--- config.mk ---
export PLATFORM = sky130hd
export DESIGN_NAME = bsec_queue
export DESIGN_NICKNAME = d
export VERILOG_FILES = /design/src/rtl/core/assert_macros.svh /design/src/rtl/core/bsec_pkg.sv /design/src/rtl/core/bsec_queue.sv
export SDC_FILE = /design/constraint.sdc
export NUM_CORES = 1
export LEC_CHECK = 0
export BUFFER_PORTS_ARGS = -buffer_cell sky130_fd_sc_hd__buf_2
export CAP_MARGIN = 15
export CELL_PAD_IN_SITES_DETAIL_PLACEMENT = 2
export CELL_PAD_IN_SITES_GLOBAL_PLACEMENT = 2
export CORE_MARGIN = 1.5
export CORE_UTILIZATION = 42
export DETAILED_ROUTE_END_ITERATION = 8
export MAX_ROUTING_LAYER = met4
export PLACE_DENSITY = 0.95
export SLEW_MARGIN = 20
export SYNTH_ARGS = -nofsm -noshare
export SYNTH_HDL_FRONTEND = slang
export SYNTH_SLANG_ARGS = --single-unit
--- constraint.sdc ---
create_clock -name clock -period 6.9 [get_ports clock]
set_input_delay 0.345 -clock clock [delete_from_list [all_inputs] [get_ports clock]]
set_output_delay 0.345 -clock clock [all_outputs]
set_load 0.01 [all_outputs]
--- src/rtl/core/assert_macros.svh ---
// Assertion macros used by the top-level RTL file.
`ifndef ASSERT_MACROS_SVH
`define ASSERT_MACROS_SVH

// Check that the consequent holds in the same cycle as the antecedent.
`define BSEC_ASSERT_NOW(lbl, clk, rst, ante, cons, msg) \
   lbl: assert property (@(posedge clk) disable iff (rst) (ante) |-> (cons)) \
      else $error(msg);

// Check that the consequent holds in the cycle after the antecedent.
`define BSEC_ASSERT_NEXT(lbl, clk, rst, ante, cons, msg) \
   lbl: assert property (@(posedge clk) disable iff (rst) (ante) |=> (cons)) \
      else $error(msg);

`endif

--- src/rtl/core/bsec_pkg.sv ---
// Shared types and constants of the binned segment event counter.
package bsec_pkg;

   localparam int unsigned SECONDS_PER_DAY = 86400;
   localparam int unsigned MS_PER_SECOND   = 1000;

   localparam logic [2:0] ST_OK       = 3'd0;
   localparam logic [2:0] ST_NO_SEG   = 3'd1;
   localparam logic [2:0] ST_TIME_DAY = 3'd2;
   localparam logic [2:0] ST_SET_FULL = 3'd3;
   localparam logic [2:0] ST_BIN_OOR  = 3'd4;

   localparam logic [1:0] OP_LOAD  = 2'd0;
   localparam logic [1:0] OP_COUNT = 2'd1;
   localparam logic [1:0] OP_READ  = 2'd2;

   typedef enum logic [1:0] {
      KIND_LOAD,
      KIND_COUNT,
      KIND_READ,
      KIND_NOP
   } kind_type;

   typedef struct packed {
      kind_type    kind;
      logic [31:0] seg_id;
      logic [26:0] entry_time_ms;
      logic [2:0]  mode;
      logic [6:0]  read_bin;
      logic        read_bin_ok;
   } cmd_type;

   typedef struct packed {
      logic    valid;
      cmd_type cmd;
   } qout_type;

endpackage

--- src/rtl/core/bsec_queue.sv ---
// Two-entry command queue between front end and back end.
module bsec_queue import bsec_pkg::*; (
   input  logic     clock,
   input  logic     reset,
   input  logic     push,
   input  cmd_type  push_cmd,
   output logic     full,
   input  logic     pop,
   output qout_type head
);

   cmd_type     slot_ff [2];
   logic        rd_ptr_ff, rd_ptr_in;
   logic        wr_ptr_ff, wr_ptr_in;
   logic [1:0]  count_ff, count_in;

   always_comb begin
      rd_ptr_in = pop  ? ~rd_ptr_ff : rd_ptr_ff;
      wr_ptr_in = push ? ~wr_ptr_ff : wr_ptr_ff;
      count_in  = count_ff + 2'(push) - 2'(pop);
   end

   assign full       = (count_ff == 2'd2);
   assign head.valid = (count_ff != 2'd0);
   assign head.cmd   = slot_ff[rd_ptr_ff];

   always_ff @(posedge clock) begin
      if (reset) begin
         rd_ptr_ff <= 1'b0;
         wr_ptr_ff <= 1'b0;
         count_ff  <= 2'd0;
      end else begin
         rd_ptr_ff <= rd_ptr_in;
         wr_ptr_ff <= wr_ptr_in;
         count_ff  <= count_in;
      end
   end

   always_ff @(posedge clock) begin
      if (push) begin
         slot_ff[wr_ptr_ff] <= push_cmd;
      end
   end

endmodule

After elaboration in Yosys (flattened, before gate mapping). Memory sizes are Yosys's and may differ from the RTL's. A register that Yosys moved wholly into a read port is not among the register bits. Cells that the tools add are included.

Bits in registers: 4. Bits in writable memories: 144. Memories kept: 1. Logic and storage cells: 14. Output and inout port bits: 74. Bits of input ports: 76.

Memories: slot_ff (words 2, width 72, read ports 1, clocked after Yosys merged registers in 1, write ports 1, line bsec_queue.sv:12) `cmd_type slot_ff [2];`.

Bitwise operators: 2. Multiplexer cells: 4. Eq/ne operators: 1. Reductions and logical operators: 1. Add/subtract/negate cells: 2.

Operator list (number): $mux W1 (4); $add A2 B1 Y2 (1); $eq A2 B2 Y1 const B (1); $not A1 Y1 (2); $reduce_bool A2 Y1 (1); $sub A2 B1 Y2 (1).

Logic depth before layout (Yosys ltp).
Depth in word-level cells: 3. Gate-level depth with buffers: 6. Depth with buffers taken out: 6.

Least setup slack after synthesis. Ideal clock, no wire load.

Path kind: reg2reg. Start point: register wr_ptr_ff. End point: memory slot_ff[0][0] in the netlist's numbering (enable). Library setup time: 0.511 ns. Path slack: 2.864 ns. Required time: 6.389 ns. Path buffers: 0. Clock period less this slack: 4.036 ns. Arrival time: 3.525 ns. Stages on the path, launching flop included: 2. Path through: dfxtp_1 > nor2b_1.

RTL lines: start: declaration (line bsec_queue.sv:14) `logic wr_ptr_ff, wr_ptr_in;`; start signal: assignment (line bsec_queue.sv:34) `wr_ptr_ff <= wr_ptr_in;`; end: declaration (line bsec_queue.sv:12).

No word-level cell before the write port.

==> impl_results.md <==
* Worst reg-to-reg setup slack at 4720 ps
* Rows at 42
* Buf/Inv on CP at 2
* CTS HTree Levels at 4
* Final Cycle Share at 0.405
* Net count, final at 485
* Hold_buf cts at 0
* Post-CTS resize count at 0
* Distinct cells, synth at 14
* DP Area at 0.00661 mm^2
* Worst Path Required at ~6600 ps
* Final WS setup at 4110 ps
* Yosys Warn Count at 0
* Initial DRT Pass Iterations at 4
* Via count at 2,814
* Worst Hold Launch: push_cmd[63]
* Post-CTS Setup Repair Bufs at 0
* Peak VDD IR at 0.203 mV
* Crit-path max FO at 40
* Area contributors post-synth: edfxtp_1, mux2_4, buf_12, dfxtp_1, ha_1
* Layout area overhead at 25.7%
* Crit path time final at 2790 ps
* Clock buffer depth at 2
* Reg2reg end: slot_ff[0][10]
* Final Cell Area at 0.00725 mm^2
* Vias in the first global route at 3,298
* Total power at about 0.0023 W
* Top-area cell type share of the netlist area at 0.750
* Synthesis-stage register bit count at 149
* Worst r2r src: wr_ptr_ff
* Total core area at 0.0133 mm^2
* WHS Endpoint: slot_ff[0][63]
* Final core utilization at 0.543
* Area of the mapped netlist at 0.00577 mm^2
* Worst Max-Slew Pin Slew at 1040 ps
* Die area at 0.0144 mm^2
* Clk_lat worst skew at 420 ps
* Net Count, Synth at about 320
* Port buffer count at 149
* CP endpoint kind: output port
* TritonCTS clock tree: built
* # setup viols final at 0
* Crit Path Category: reg -> out
* Final Max Tran Viols at 0
* Reg area at approximately 0.0044 mm^2
* Max_cap viols at 0
* Worst path slowest cell: dfxtp_4
* RSZ-0062 raised after global routing: no
* Critical path launch point type: register
* Final WL at 13,300 um
* Clock skew at between 5 and 6 ps
* Post-synthesis sequential area ratio at 0.767
* Pwr dens at ~320 mW/mm^2
* Detail Route Antenna Nets at 0
* Yosys top cell by area: edfxtp_1
* Initial drt markers at between 100 and 150
* Post-Syn Area per Cell at 23.5 um^2
* Fillers at around 1,200
* P_leak at 2.89 nW
* Die Height at 120 um
* Num Clock Sinks at 149
* Layout cells sized above 1 at 0.614
* Top Ports at 150
* DRC viols at 0
* Top delay family on crit path: buffers and inverters
* Clk pin slew, worst setup/hold paths at about 60 ps
* Worst r2r path cells at 2
* Outcome: completed
* Place WS at 4490 ps
* Die X at about 120 um
* Area of the multi-input gates at about 0.0012 mm^2
* Syn Inst Count at approximately 250
* Post-DP HPWL at 8660 um
* CTS Buf Count at 17
* CP Cell Sequence: buf_4, mux2_4, buf_2
* Placer Congestion at between 0.6 and 0.7
* Critical Path Max Stage Delay at 760 ps
* Initial Utilization at 0.432
* Hold Path Depth at 1
* Largest net degree at the start of global routing at 73
* Overall routing resource usage at 0.193
* Vias per cell at 4.71
* Max-slew headroom at 0.303
* Overflow after GRT at 0
* Critical path data arrival time at 2450 ps
* First-pass GRT wire length at between 15,000 and 20,000 um
* Initial antenna violation count at 1
* FMAX at 0.358 GHz
* Clk root buf: clkbuf_16
* Routed wire per std cell at 22.2 um
* Hold Crit Class: in -> reg
* Final hold vios at 0
* TNS Setup at 0 ps
==> cells in the mapped netlist <==
library cell	instances
nor2_1	4
nor2b_1	3
buf_12	7
mux2_4	70
or2_2	1
xnor3_1	1
ha_1	2
dfxtp_1	5
mux2_2	2
edfxtp_1	144
inv_1	2
xnor2_1	2
and2_1	1
buf_6	1
==> worst max path at each step <==
stage                    from              to  slack [ps]  depth (start not counted)
floorplan           wr_ptr_ff   slot_ff[0][0]        2860                          1
detailed placement       push  slot_ff[0][46]        4490                          3
global route         register         head[2]        4000                          3
finish               register         head[2]        4110                          3
CTS                  register         head[2]        4050                          3
global placement         push  slot_ff[0][65]        4590                          3
==> where the power goes <==
| group | internal [W] | switching (W) | leakage [nW] |
|---|---|---|---|
| combinational | 0.000133 | 0.000121 | 1.20 |
| clock | 0.000639 | 0.000368 | 0.302 |
| sequential | 0.00106 | 0.0000306 | 1.39 |
| total | 0.00183 | 0.000519 | 2.89 |
==> routing by layer <==
| layer | up-vias | routed length [um] | GRT usage |
|---|---|---|---|
| met2 | 107 | 7580 | 0.355 |
| li1 | 1287 | - | - |
| met3 | 14 | 595 | 0.0566 |
| met4 | 0 | 177 | 0.0692 |
| met5 | - | 0 | - |
| met1 | 1406 | 4910 | 0.194 |
==> registers in the layout (all words and copies together), names as in the netlist, named ones only <==
signal,cells
slot_ff,144
count_ff,2
wr_ptr_ff,1
rd_ptr_ff,1
==> logic make-up after synthesis <==
family                     synth area share
DFF                                   0.767
buffers and inverters                0.0275
xor gates and xnor gates            0.00694
and+or+nand+nor                     0.00803
adders and majority gates           0.00434
muxes                                 0.186
==> layout make-up <==
cell class,count,area share
Sequential cell,149,0.611
Multi-Input combinational cell,86,0.165
Timing Repair Buffer,151,0.105
Clock buffer,18,0.0592
Tap cell,176,0.0304
Clock inverter,14,0.0288
Inverter,2,0.00104
Antenna cell,1,0.000345
==> metrics by stage <==
step                      std cells  hold WS [ps]
final                           597           108
after global routing            597          90.3
after CTS                       596          87.9
after detailed placement        564           538
after global placement          564           496
after floorplan                 245           417
==> cells in the final DEF (no fill, tap or decap) <==
| cell type | instances |
|---|---|
| buf_2 | 149 |
| edfxtp_1 | 144 |
| mux2_4 | 70 |
| clkbuf_16 | 17 |
| bufinv_16 | 5 |
| nor2_1 | 4 |
| clkinv_2 | 4 |
| clkinvlp_4 | 4 |
| dfxtp_1 | 4 |
| inv_1 | 2 |
| mux2_2 | 2 |
| nor2b_1 | 2 |
| xnor2_1 | 2 |
| ha_1 | 2 |
| buf_4 | 2 |
| diode_2 | 1 |
| and2_4 | 1 |
| or2_2 | 1 |
| nor2b_4 | 1 |
| xnor3_1 | 1 |
| dfxtp_4 | 1 |
| clkbuf_1 | 1 |
| clkinv_4 | 1 |
==> worst register-to-register path, delay by kind of cell, from the launching register on <==
kind | cells | cell delay [ps]
simple gates | 1 | 780
buf+inv | 1 | 650
flops | 1 | 360
Power figures use the tool's default switching activity.
